## src/rtl/core/sct_pkg.sv

```systemverilog
// ----------------------------------------------------------------------------
// sct_pkg
// Shared types and constants for the sleep countdown table.
// ----------------------------------------------------------------------------
`default_nettype none

package sct_pkg;

  localparam int unsigned THREAD_W = 8;
  localparam int unsigned MS_W     = 32;
  localparam int unsigned TICK_W   = 64;
  localparam int unsigned TPM_W    = 30;
  localparam int unsigned PROD_W   = MS_W + TPM_W;

  localparam int unsigned TABLE_DEPTH_DEF = 16;
  localparam int unsigned CMD_Q_DEPTH     = 2;
  localparam int unsigned RES_Q_DEPTH     = 4;

  localparam logic [TPM_W-1:0] TICKS_PER_MS_RST = 30'd1000000;

  typedef enum logic {
    OP_SLEEP = 1'b0,
    OP_TICK  = 1'b1
  } op_t;

  typedef enum logic [1:0] {
    KIND_ACCEPT = 2'd0,
    KIND_REJECT = 2'd1,
    KIND_WAKE   = 2'd2,
    KIND_IDLE   = 2'd3
  } kind_t;

  // arg holds the tick product for a sleep, the elapsed ticks for a tick
  typedef struct packed {
    op_t                 op;
    logic [THREAD_W-1:0] thread;
    logic [TICK_W-1:0]   arg;
  } cmd_t;

  typedef struct packed {
    kind_t               kind;
    logic [THREAD_W-1:0] thread;
    logic                resched;
    logic                last;
  } res_t;

  typedef struct packed {
    logic [THREAD_W-1:0] thread;
    logic [TICK_W-1:0]   remaining;
  } entry_t;

endpackage

`default_nettype wire

```

## src/rtl/core/sct_fifo.sv

```systemverilog
// ----------------------------------------------------------------------------
// sct_fifo
// Small register queue with push/full and pop/empty sides.
// ----------------------------------------------------------------------------
`default_nettype none

module sct_fifo #(
  parameter int unsigned WIDTH = 8,
  parameter int unsigned DEPTH = 2
) (
  input  wire logic             clk,
  input  wire logic             rst_n,
  input  wire logic             push,
  input  wire logic [WIDTH-1:0] din,
  output logic                  full,
  input  wire logic             pop,
  output logic      [WIDTH-1:0] dout,
  output logic                  empty
);

  localparam int unsigned AW = (DEPTH > 1) ? $clog2(DEPTH) : 1;
  localparam int unsigned CW = $clog2(DEPTH + 1);
  localparam logic [AW-1:0] LAST_PTR = AW'(DEPTH - 1);

  logic [WIDTH-1:0] mem [DEPTH];
  logic [AW-1:0]    wptr_r, rptr_r;
  logic [CW-1:0]    cnt_r;
  logic             do_push, do_pop;

  assign full    = (cnt_r == CW'(DEPTH));
  assign empty   = (cnt_r == '0);
  assign do_push = push && !full;
  assign do_pop  = pop && !empty;
  assign dout    = mem[rptr_r];

  always_ff @(posedge clk) begin
    if (do_push) begin
      mem[wptr_r] <= din;
    end
  end

  always_ff @(posedge clk) begin
    if (!rst_n) begin
      wptr_r <= '0;
      rptr_r <= '0;
      cnt_r  <= '0;
    end else begin
      if (do_push) begin
        wptr_r <= (wptr_r == LAST_PTR) ? '0 : wptr_r + 1'b1;
      end
      if (do_pop) begin
        rptr_r <= (rptr_r == LAST_PTR) ? '0 : rptr_r + 1'b1;
      end
      if (do_push && !do_pop) begin
        cnt_r <= cnt_r + 1'b1;
      end else if (do_pop && !do_push) begin
        cnt_r <= cnt_r - 1'b1;
      end
    end
  end

endmodule

`default_nettype wire

```

## src/rtl/core/sct_front.sv

```systemverilog
// ----------------------------------------------------------------------------
// sct_front
// Accepts requests, converts sleep lengths to ticks and queues commands.
// ----------------------------------------------------------------------------
`default_nettype none

module sct_front (
  input  wire logic                          clk,
  input  wire logic                          rst_n,
  input  wire logic                          in_push,
  output logic                               in_full,
  input  wire logic                          in_opcode,
  input  wire logic [sct_pkg::THREAD_W-1:0]  in_thread_id,
  input  wire logic [sct_pkg::MS_W-1:0]      in_delay_ms,
  input  wire logic [sct_pkg::TICK_W-1:0]    in_tick_count,
  input  wire logic [sct_pkg::TPM_W-1:0]     ticks_per_ms,
  output logic                               cmd_valid,
  output sct_pkg::cmd_t                      cmd,
  input  wire logic                          cmd_pop
);

  import sct_pkg::*;

  logic [PROD_W-1:0]     prod;
  cmd_t                  cmd_w;
  logic [$bits(cmd_t)-1:0] cmd_q;
  logic                  cmd_empty;

  assign prod = PROD_W'(in_delay_ms) * PROD_W'(ticks_per_ms);

  always_comb begin
    cmd_w.op     = op_t'(in_opcode);
    cmd_w.thread = in_thread_id;
    cmd_w.arg    = (cmd_w.op == OP_SLEEP) ? TICK_W'(prod) : in_tick_count;
  end

  sct_fifo #(
    .WIDTH ($bits(cmd_t)),
    .DEPTH (CMD_Q_DEPTH)
  ) u_cmd_q (
    .clk   (clk),
    .rst_n (rst_n),
    .push  (in_push),
    .din   (cmd_w),
    .full  (in_full),
    .pop   (cmd_pop),
    .dout  (cmd_q),
    .empty (cmd_empty)
  );

  assign cmd_valid = !cmd_empty;
  assign cmd       = cmd_t'(cmd_q);

endmodule

`default_nettype wire

```

## src/rtl/core/sct_back.sv

```systemverilog
// ----------------------------------------------------------------------------
// sct_back
// Runs commands against the countdown table and queues the results.
// ----------------------------------------------------------------------------
`default_nettype none

module sct_back #(
  parameter int unsigned TABLE_DEPTH = sct_pkg::TABLE_DEPTH_DEF
) (
  input  wire logic           clk,
  input  wire logic           rst_n,
  input  wire logic           cmd_valid,
  input  wire sct_pkg::cmd_t  cmd,
  output logic                cmd_pop,
  output logic                res_empty,
  input  wire logic           res_pop,
  output sct_pkg::res_t       res
);

  import sct_pkg::*;

  localparam int unsigned AW = (TABLE_DEPTH > 1) ? $clog2(TABLE_DEPTH) : 1;
  localparam int unsigned CW = $clog2(TABLE_DEPTH + 1);
  localparam logic [AW:0]   DEPTH_S  = (AW + 1)'(TABLE_DEPTH);
  localparam logic [AW-1:0] LAST_IDX = AW'(TABLE_DEPTH - 1);
  localparam logic [CW-1:0] FULL_CNT = CW'(TABLE_DEPTH);

  typedef enum logic [1:0] {
    ST_IDLE,
    ST_READ,
    ST_PROC,
    ST_DONE
  } state_t;

  function automatic logic [AW-1:0] phys(input logic [AW-1:0] head,
                                         input logic [CW-1:0] lg);
    logic [AW:0] s;
    s = (AW + 1)'(head) + (AW + 1)'(lg[AW-1:0]);
    return (s >= DEPTH_S) ? AW'(s - DEPTH_S) : s[AW-1:0];
  endfunction

  // table memory, head at logical position 0
  entry_t mem [TABLE_DEPTH];
  entry_t rdata_r;
  logic          mem_we, mem_re;
  logic [AW-1:0] mem_waddr, mem_raddr;
  entry_t        mem_wdata;

  state_t              state_r, state_nxt;
  logic [AW-1:0]       head_r, head_nxt;
  logic [CW-1:0]       count_r, count_nxt;
  logic [CW-1:0]       rd_r, rd_nxt;
  logic [CW-1:0]       wr_r, wr_nxt;
  logic [TICK_W-1:0]   ticks_r, ticks_nxt;
  logic                pend_vld_r, pend_vld_nxt;
  logic [THREAD_W-1:0] pend_thr_r, pend_thr_nxt;

  logic                  res_push, res_full;
  res_t                  res_w;
  logic [$bits(res_t)-1:0] res_q;
  logic [AW-1:0]         head_m1;
  logic                  expired;
  logic [CW-1:0]         rd_inc;

  assign head_m1 = (head_r == '0) ? LAST_IDX : head_r - 1'b1;
  assign expired = (rdata_r.remaining <= ticks_r);
  assign rd_inc  = rd_r + 1'b1;

  always_comb begin
    state_nxt    = state_r;
    head_nxt     = head_r;
    count_nxt    = count_r;
    rd_nxt       = rd_r;
    wr_nxt       = wr_r;
    ticks_nxt    = ticks_r;
    pend_vld_nxt = pend_vld_r;
    pend_thr_nxt = pend_thr_r;
    cmd_pop      = 1'b0;
    mem_we       = 1'b0;
    mem_re       = 1'b0;
    mem_waddr    = head_m1;
    mem_raddr    = phys(head_r, rd_r);
    mem_wdata    = '{thread: cmd.thread, remaining: cmd.arg};
    res_push     = 1'b0;
    res_w        = '{kind: KIND_IDLE, thread: '0, resched: 1'b0, last: 1'b1};
    case (state_r)
      ST_IDLE: begin
        if (cmd_valid && !res_full) begin
          cmd_pop = 1'b1;
          if (cmd.op == OP_SLEEP) begin
            res_push = 1'b1;
            if (count_r == FULL_CNT) begin
              res_w.kind = KIND_REJECT;
            end else begin
              res_w.kind = KIND_ACCEPT;
              mem_we     = 1'b1;
              head_nxt   = head_m1;
              count_nxt  = count_r + 1'b1;
            end
          end else begin
            ticks_nxt    = cmd.arg;
            rd_nxt       = '0;
            wr_nxt       = '0;
            pend_vld_nxt = 1'b0;
            if (count_r == '0) begin
              res_push = 1'b1;
            end else begin
              state_nxt = ST_READ;
            end
          end
        end
      end
      ST_READ: begin
        mem_re    = 1'b1;
        state_nxt = ST_PROC;
      end
      ST_PROC: begin
        if (!(expired && pend_vld_r && res_full)) begin
          if (expired) begin
            if (pend_vld_r) begin
              res_push = 1'b1;
              res_w    = '{kind: KIND_WAKE, thread: pend_thr_r, resched: 1'b1,
                           last: 1'b0};
            end
            pend_vld_nxt = 1'b1;
            pend_thr_nxt = rdata_r.thread;
          end else begin
            mem_we    = 1'b1;
            mem_waddr = phys(head_r, wr_r);
            mem_wdata = '{thread: rdata_r.thread,
                          remaining: rdata_r.remaining - ticks_r};
            wr_nxt    = wr_r + 1'b1;
          end
          rd_nxt    = rd_inc;
          state_nxt = (rd_inc == count_r) ? ST_DONE : ST_READ;
        end
      end
      ST_DONE: begin
        if (!res_full) begin
          res_push = 1'b1;
          if (pend_vld_r) begin
            res_w = '{kind: KIND_WAKE, thread: pend_thr_r, resched: 1'b1,
                      last: 1'b1};
          end
          count_nxt = wr_r;
          state_nxt = ST_IDLE;
        end
      end
      default: begin
        state_nxt = ST_IDLE;
      end
    endcase
  end

  always_ff @(posedge clk) begin
    if (mem_we) begin
      mem[mem_waddr] <= mem_wdata;
    end
    if (mem_re) begin
      rdata_r <= mem[mem_raddr];
    end
  end

  always_ff @(posedge clk) begin
    if (!rst_n) begin
      state_r    <= ST_IDLE;
      head_r     <= '0;
      count_r    <= '0;
      rd_r       <= '0;
      wr_r       <= '0;
      pend_vld_r <= 1'b0;
    end else begin
      state_r    <= state_nxt;
      head_r     <= head_nxt;
      count_r    <= count_nxt;
      rd_r       <= rd_nxt;
      wr_r       <= wr_nxt;
      pend_vld_r <= pend_vld_nxt;
    end
    ticks_r    <= ticks_nxt;
    pend_thr_r <= pend_thr_nxt;
  end

  sct_fifo #(
    .WIDTH ($bits(res_t)),
    .DEPTH (RES_Q_DEPTH)
  ) u_res_q (
    .clk   (clk),
    .rst_n (rst_n),
    .push  (res_push),
    .din   (res_w),
    .full  (res_full),
    .pop   (res_pop),
    .dout  (res_q),
    .empty (res_empty)
  );

  assign res = res_t'(res_q);

endmodule

`default_nettype wire

```

## src/rtl/core/sleep_countdown_table.sv

```systemverilog
// ----------------------------------------------------------------------------
// sleep_countdown_table
// Ordered table of sleeping threads with 64-bit tick countdowns.
// ----------------------------------------------------------------------------
// Usage:
//   Input queue: drive in_* and in_push; a word is taken when full is low.
//   opcode 0 inserts thread_id at the head with delay_ms * ticks_per_ms
//   ticks; opcode 1 subtracts tick_count from each entry and drops expired ones.
//   Result queue: a result word is on out_* while out_empty is low and is
//   taken with out_pop. A sleep gives one word (accepted or rejected); a
//   tick gives one wake word per expired entry, newest first, or one
//   no-wake word. out_last marks the final word of each request.
//   Flow: the engine writes a sleep word, or the no-wake word of a tick on
//   an empty table, into the result queue in the cycle it takes the
//   command. A sleep is handled in ST_IDLE alone; a tick steps through
//   ST_READ and ST_PROC, one read and one update per entry, then ST_DONE,
//   which gives its last word. No new command is taken until ST_IDLE.
//   cfg_we/cfg_wdata load ticks_per_ms; write only while idle.
//   Reset empties the table and both queues and loads ticks_per_ms with
//   1000000. When the receiver stalls, the result queue fills, the engine
//   waits, and in_full rises once the command queue fills.
// ----------------------------------------------------------------------------
`default_nettype none

module sleep_countdown_table #(
  parameter int unsigned TABLE_DEPTH = sct_pkg::TABLE_DEPTH_DEF
) (
  input  wire logic                          clk,
  input  wire logic                          rst_n,
  input  wire logic                          in_push,
  output logic                               in_full,
  input  wire logic                          in_opcode,
  input  wire logic [sct_pkg::THREAD_W-1:0]  in_thread_id,
  input  wire logic [sct_pkg::MS_W-1:0]      in_delay_ms,
  input  wire logic [sct_pkg::TICK_W-1:0]    in_tick_count,
  output logic                               out_empty,
  input  wire logic                          out_pop,
  output logic [1:0]                         out_kind,
  output logic [sct_pkg::THREAD_W-1:0]       out_woken_thread,
  output logic                               out_reschedule,
  output logic                               out_last,
  input  wire logic                          cfg_we,
  input  wire logic [sct_pkg::TPM_W-1:0]     cfg_wdata
);

  import sct_pkg::*;

  logic [TPM_W-1:0] ticks_per_ms_r;
  logic             cmd_valid, cmd_pop;
  cmd_t             cmd;
  res_t             res;

  always_ff @(posedge clk) begin
    if (!rst_n) begin
      ticks_per_ms_r <= TICKS_PER_MS_RST;
    end else if (cfg_we) begin
      ticks_per_ms_r <= cfg_wdata;
    end
  end

  sct_front u_front (
    .clk           (clk),
    .rst_n         (rst_n),
    .in_push       (in_push),
    .in_full       (in_full),
    .in_opcode     (in_opcode),
    .in_thread_id  (in_thread_id),
    .in_delay_ms   (in_delay_ms),
    .in_tick_count (in_tick_count),
    .ticks_per_ms  (ticks_per_ms_r),
    .cmd_valid     (cmd_valid),
    .cmd           (cmd),
    .cmd_pop       (cmd_pop)
  );

  sct_back #(
    .TABLE_DEPTH (TABLE_DEPTH)
  ) u_back (
    .clk       (clk),
    .rst_n     (rst_n),
    .cmd_valid (cmd_valid),
    .cmd       (cmd),
    .cmd_pop   (cmd_pop),
    .res_empty (out_empty),
    .res_pop   (out_pop),
    .res       (res)
  );

  assign out_kind         = res.kind;
  assign out_woken_thread = res.thread;
  assign out_reschedule   = res.resched;
  assign out_last         = res.last;

endmodule

`default_nettype wire
```

## config.mk

```make
export PLATFORM = sky130hd
export DESIGN_NAME = sleep_countdown_table
export DESIGN_NICKNAME = d
export VERILOG_FILES = /design/src/rtl/core/sct_pkg.sv /design/src/rtl/core/sct_fifo.sv /design/src/rtl/core/sct_front.sv /design/src/rtl/core/sct_back.sv /design/src/rtl/core/sleep_countdown_table.sv
export SDC_FILE = /design/constraint.sdc
export NUM_CORES = 2
export LEC_CHECK = 0
export ABC_CLOCK_PERIOD_IN_PS = 16050
export BUFFER_PORTS_ARGS = -buffer_cell sky130_fd_sc_hd__clkbuf_2
export CORE_MARGIN = 3
export CORE_UTILIZATION = 35
export DETAILED_ROUTE_END_ITERATION = 12
export PLACE_DENSITY = 0.54
export SETUP_SLACK_MARGIN = 0.1
export SLEW_MARGIN = 5
export SYNTH_ARGS = -nofsm -noshare
export SYNTH_HDL_FRONTEND = slang
export SYNTH_SLANG_ARGS = --single-unit
```

## constraint.sdc

```tcl
create_clock -name clk -period 16.05 [get_ports clk]
set_input_delay 2.4075 -clock clk [delete_from_list [all_inputs] [get_ports clk]]
set_output_delay 2.4075 -clock clk [all_outputs]
set_load 0.02 [all_outputs]
```

Yosys cells after proc, flatten, opt, wreduce, memory -nomap -nowiden
Memory sizes are Yosys's and may differ from the RTL's. A register that Yosys moved wholly into a read port is not among the register bits.
Index checks and enable logic that the tools add are counted.
{"block": "op_classes", "bitwise_logic": 3, "eq_ne": 18, "n_lt_le_gt_ge": 3, "muxes": 79, "n_reduce_logical": 36, "add_sub_neg": 17, "mul": 1}
{"operator": "$mux W72", "count": 3}
{"operator": "$le A64 B64 Y1", "count": 1}
{"operator": "$mux W64", "count": 1}
{"operator": "$sub A64 B64 Y64", "count": 1}
{"operator": "$mul A32 B30 Y62", "count": 1}
{"operator": "$mux W5", "count": 9}
{"operator": "$mux W11", "count": 4}
{"operator": "$mux W1", "count": 30}
{"operator": "$pmux W5 S2", "count": 3}
{"operator": "$mux W2", "count": 14}
{"operator": "$mux W4", "count": 6}
{"operator": "$pmux W10 S2", "count": 1}
{"operator": "$reduce_and A5 Y1", "count": 4}
{"operator": "$add A5 B1 Y5 const B", "count": 3}
{"operator": "$mux W12", "count": 1}
{"operator": "$ne A2 B2 Y1 const B", "count": 6}
{"operator": "$sub A4 B1 Y4 const B", "count": 3}
{"operator": "$logic_and A1 B1 Y1", "count": 11}
{"operator": "$add A4 B4 Y5", "count": 2}
{"operator": "$eq A2 B2 Y1 const B", "count": 5}
{"operator": "$ge A5 B5 Y1 const B", "count": 2}
{"operator": "$logic_not A1 Y1", "count": 8}
{"operator": "$pmux W2 S4", "count": 1}
{"operator": "$reduce_and A4 Y1", "count": 2}
{"operator": "21 further kinds", "count": 35}
{"block": "word_totals", "regBits": 135, "inputBits": 140, "ramBits": 1346, "out_inout_bits": 14, "word_cells": 175, "n_memories": 3}
{"memory": "u_back.mem", "depth": 16, "width": 72, "rd": 1, "rd_ports_with_merged_regs": 1, "write_ports": 1, "line_no": "sct_back.sv:43", "text": "entry_t mem [TABLE_DEPTH];"}
{"memory": "u_front.u_cmd_q.mem", "depth": 2, "width": 73, "rd": 1, "rd_ports_with_merged_regs": 1, "write_ports": 1, "line_no": "sct_fifo.sv:25", "text": "logic [WIDTH-1:0] mem [DEPTH];"}
{"memory": "u_back.u_res_q.mem", "depth": 4, "width": 12, "rd": 1, "rd_ports_with_merged_regs": 1, "write_ports": 1, "line_no": "sct_fifo.sv:25"}

Logic depth before layout (Yosys ltp)
{"block": "logic_depth", "ltp_word": 10, "depth_mapped": 31}

Hierarchy
Synthesis repeated with hierarchy kept, for this count alone.
{"block": "unflattened", "hier_cells": 7311, "hier_area_um2": 95741.8}
{"mod": "sct_back", "area_each_um2": 54514.8, "instances": 1, "seq_area_each_um2": 39357.7, "cells_each": 3183}
{"mod": "sct_front", "area_each_um2": 32312.2, "instances": 1, "seq_area_each_um2": 0.0, "cells_each": 3666}
{"mod": "sct_fifo at u_front.u_cmd_q", "area_each_um2": 5524.0, "instances": 1, "seq_area_each_um2": 4484.3, "cells_each": 252}
{"mod": "sct_fifo at u_back.u_res_q", "area_each_um2": 2237.1, "instances": 1, "seq_area_each_um2": 1621.6, "cells_each": 113}
{"mod": "sleep_countdown_table", "area_each_um2": 1153.6, "instances": 1, "seq_area_each_um2": 600.6, "cells_each": 97}

Worst setup path after synthesis
OpenSTA, ideal clock, no wires.
{"block": "synth_timing", "path_kind": "input port to flip-flop", "from": "input in_delay_ms[10] (netlist name)", "to": "memory u_front.u_cmd_q.mem[0][54] (netlist name), data pin", "path_stages": 29, "path_slack_ps": 6540, "arrival_ps": 9324, "path_cell_list": "clkbuf_1 -> and2_1 -> fa_1 -> inv_1 -> fa_1 -> inv_1 -> fa_1 -> inv_1 -> fa_1 -> inv_1 -> fa_1 -> fa_1 -> fa_1 -> inv_1 -> fa_1 -> inv_1 -> ha_1 -> clkbuf_1 -> a21o_1 -> a21o_1 -> a221oi_1 -> nand2_1 -> o21ai_2 -> a21oi_4 -> a22oi_2 -> o21a_2 -> a21oi_1 -> o21a_1 -> o31ai_1"}
{"element": "from (decl)", "line_no": "sleep_countdown_table.sv:34", "text": "input wire logic [sct_pkg::MS_W-1:0] in_delay_ms,"}
{"element": "to (decl)", "line_no": "sct_fifo.sv:25"}

==> results.cfg <==
[timing]
layout_min_cycle_time_ns = 10.09
hold_slack_ns = 0.485
timing_worst_slew_pin_value_ns = 1.31
timing.setup.tns_ns = 0
drv_slew = 0
postLayoutSetupSlackWorst_ns = 5.96
finalCritPeriodShare = 0.629
final_hold_viol_count = 0
fmax_mhz = 99.1
clock_skew_ns = 0.0675
report.final.setup_viol = 0
rsz0062_at_grt = no
max_slew_margin = 0.124

[grt]
maximum_number_of_pins_on_one_net_before_global_route_repair = 112
grt_antenna_before_repair = 16
grt_overflow = 0
via_count_of_the_first_global_routing_pass = 60653
overall_routing_resource_usage = 0.192
grt_pass1_wl_um = 399000

[worst_setup_path]
timing.critical_path.from_type = input port
worst-setup-path-type = in -> reg
path_common_cell = fa_1
worstPathRequired_ns = 16.50
worst-endpoint-arrival_ns = 10.55
path_buf_inv = 5
critical_path_peak_fanout = 30
path_cells = clkbuf_2 -> and2_1 -> fa_1 -> fa_1 -> inv_1 -> fa_1 -> fa_1 -> inv_1 -> fa_1 -> fa_1 -> fa_1 -> inv_1 -> fa_1 -> inv_1 -> ha_1 -> nand4_1 -> nor4_1 -> nand3_1 -> a31o_2 -> a21oi_1 -> a21oi_1 -> o31ai_1 -> xnor2_1 -> o21ai_0
timing.critical_path.slowest_cell_delay_ns = 0.56
worst_setup_path_end_kind = register
cpLargestDelayFamily = adder cells
cp_slowest_cell = fa_1

[route]
detail-route-antenna-nets = 0
first_pass_iters = 6
detailed_route_wire_length_per_cell_um = 24.2
detail_route.wirelength_um = 264000
drtIter0Drc = 4483
post_detailed_route_drc_marker_count = 0
vias_per_cell = 5.18
route.vias.total = 56585

[yosys]
yosys_warns = 0
synthDistinctLibCells = 97
syn_nets = 8514
seq_cells_post_synth = 1556
syn_area_per_cell_um2 = 13.2
syn-instance-count = 7202
synth_flop_cell = edfxtp_1
synth_enable_flop_cells = 1490
syn_area_um2 = 95100
async_set_or_reset_flop_fraction_in_the_synthesized_netlist = 0
share_of_synthesized_area_occupied_by_flip_flops_and_latches = 0.484

[floorplan]
top_level_ports = 154
dieWidth_um = 527
die_y_um = 527
row_count = 190
initial_utilization = 0.353
die_area_um2 = 278000
core-area_um2 = 269000

[cts]
post_cts_resize_count = 0
postCtsSetupBuffers = 0
hold_buffers = 0
cts_made_buffers = 161
clock_tree.buffer_depth = 3
clockRootBuffer = clkbuf_16
path_clk_slew_ns = 0.06
clkSinkCount = 1556
worstSkewPairLatency_ns = 0.81
cts-htree-levels = 4
cts_tree = built

[final_layout]
fill_cells = 25446
syn2layout_area_growth_pct = 10.4
drive_gt1_frac = 0.129
final_core_util = 0.390
final_nets = 8542

[min_path]
holdCritPathClass = reg -> reg

[placement]
pre_cts_slack_ns = 5.24
dp.final_hpwl_um = 172000
numPortBuffers = 153
place_congestion = 0.859

[outcome]
outcome = completed

[run]
maxCapViolations = 0
## cell usage after synthesis, types with 6 or more instances
library cell	number	area [um2]
nor2b_1	54	338
a21oi_1	189	946
mux4_2	300	6760
and3_1	90	563
xor2_1	57	499
nand2b_1	13	81.3
o31ai_1	14	105
nand3_1	43	215
nor2_1	123	462
mux2_2	75	845
a211oi_1	13	97.6
nor3b_1	7	52.6
buf_1	35	131
o21bai_1	23	173
a31o_2	6	52.6
and2_1	609	3810
o211ai_1	13	97.6
ha_1	332	4150
a31oi_1	94	588
edfxtp_1	1490	44700
o21a_1	15	113
inv_1	970	3640
dfxtp_1	66	1320
mux2i_1	48	480
nand4_1	31	194
xnor2_1	84	736
a21boi_0	8	60.1
o21ai_0	134	671
fa_1	840	16800
clkbuf_1	323	1210
a21o_1	76	571
buf_2	27	135
or3_1	6	37.5
nor3_1	23	115
nand2_1	864	3240
o21ai_1	7	35.0
## routing by layer
metal,share of wire,global-route usage,vias up
met5,0.00010,0,-
met4,0.026,0.0481,4
met3,0.056,0.0317,315
met2,0.47,0.312,1591
met1,0.44,0.267,30092
li1,-,-,24583
## layout make-up
| class | instances | area, um2 | area share |
|---|---|---|---|
| repair buffers | 252 | 1560 | 0.0149 |
| multi-input cells | 4289 | 44100 | 0.420 |
| well taps | 3552 | 4440 | 0.0423 |
| clock inverters | 105 | 1010 | 0.00958 |
| inverters | 970 | 3640 | 0.0347 |
| clock buffers | 188 | 4150 | 0.0395 |
| flip-flops and latches | 1556 | 46100 | 0.439 |
| diodes | 6 | 15.0 | 0.000143 |
## cells in the final DEF, fill, tap and decap left out, types with 53 or more instances in the layout
cell	netlist	layout
a21o_1	76	76
a21oi_1	189	187
a31oi_1	94	94
and2_1	609	593
and3_1	90	89
buf_4	0	96
clkbuf_16	0	162
clkbuf_2	2	152
edfxtp_1	1490	1490
fa_1	840	839
ha_1	332	331
inv_1	970	970
mux2_2	75	75
mux4_2	300	300
nand2_1	864	864
nor2_1	123	121
nor2b_1	54	53
o21ai_0	134	134
xnor2_1	84	82
xor2_1	57	55
## per-stage QoR
stage / instance area (um2) / cells
2_1_floorplan: 95100 / 7202
3_3_place_gp: 99800 / 10619
3_5_place_dp: 99800 / 10619
4_1_cts: 105000 / 10912
5_1_grt: 105000 / 10914
6_report: 105000 / 10918
## cell families (layout without fill, tap and decap cells)
group                      Yosys count  after routing  share of synthesized area
muxes                              424            424                     0.0851
adders and majority gates         1172           1172                      0.220
AOI/OAI and AO/OA                  660            660                     0.0446
DFF                               1556           1556                      0.484
and+or+nand+nor                   1892           1892                     0.0985
xor gates and xnor gates           141            141                     0.0130
other                                0              6                          0
buffers and inverters             1357           1515                     0.0539
## final timing paths
check	startpoint	endpoint	slack, ns	cells past startpoint
max	in_delay_ms[25]	u_front.u_cmd_q.mem[1][61]	5.96	24
min	ticks_per_ms_r[14]	ticks_per_ms_r[14]	0.48	2
max reg2reg	ticks_per_ms_r[10]	u_front.u_cmd_q.mem[1][61]	7.27	24
min reg2reg	ticks_per_ms_r[14]	ticks_per_ms_r[14]	0.48	2
## registers in the layout, summed over array words and instances, names as in the netlist, named ones only
name                    cells
ticks_per_ms_r             30
u_back.count_r              5
u_back.head_r               4
u_back.mem               1152
u_back.pend_thr_r           8
u_back.pend_vld_r           1
u_back.rd_r                 5
u_back.rdata_r             72
u_back.state_r              2
u_back.ticks_r             64
u_back.u_res_q.cnt_r        3
u_back.u_res_q.mem         48
u_back.u_res_q.rptr_r       2
u_back.u_res_q.wptr_r       2
u_back.wr_r                 5
u_front.u_cmd_q.cnt_r       2
u_front.u_cmd_q.mem       146
u_front.u_cmd_q.rptr_r      1
u_front.u_cmd_q.wptr_r      1
## worst reg2reg max path, stage by stage (launching register included)
cell and delay (ns):
dfxtp_1 0.75, buf_4 0.41, and2_1 0.24, fa_1 0.44, fa_1 0.50, inv_1 0.06, fa_1 0.51, fa_1 0.52
inv_1 0.05, fa_1 0.55, fa_1 0.44, fa_1 0.50, inv_1 0.05, fa_1 0.54, inv_1 0.06, ha_1 0.41
nand4_1 0.21, nor4_1 0.39, nand3_1 0.26, a31o_2 0.36, a21oi_1 0.32, a21oi_1 0.24, o31ai_1 0.37, xnor2_1 0.16
o21ai_0 0.11
Power is left out: the tool's default activity adds up to more than one toggle a clock period on the data nets, which glitch-free logic cannot reach.
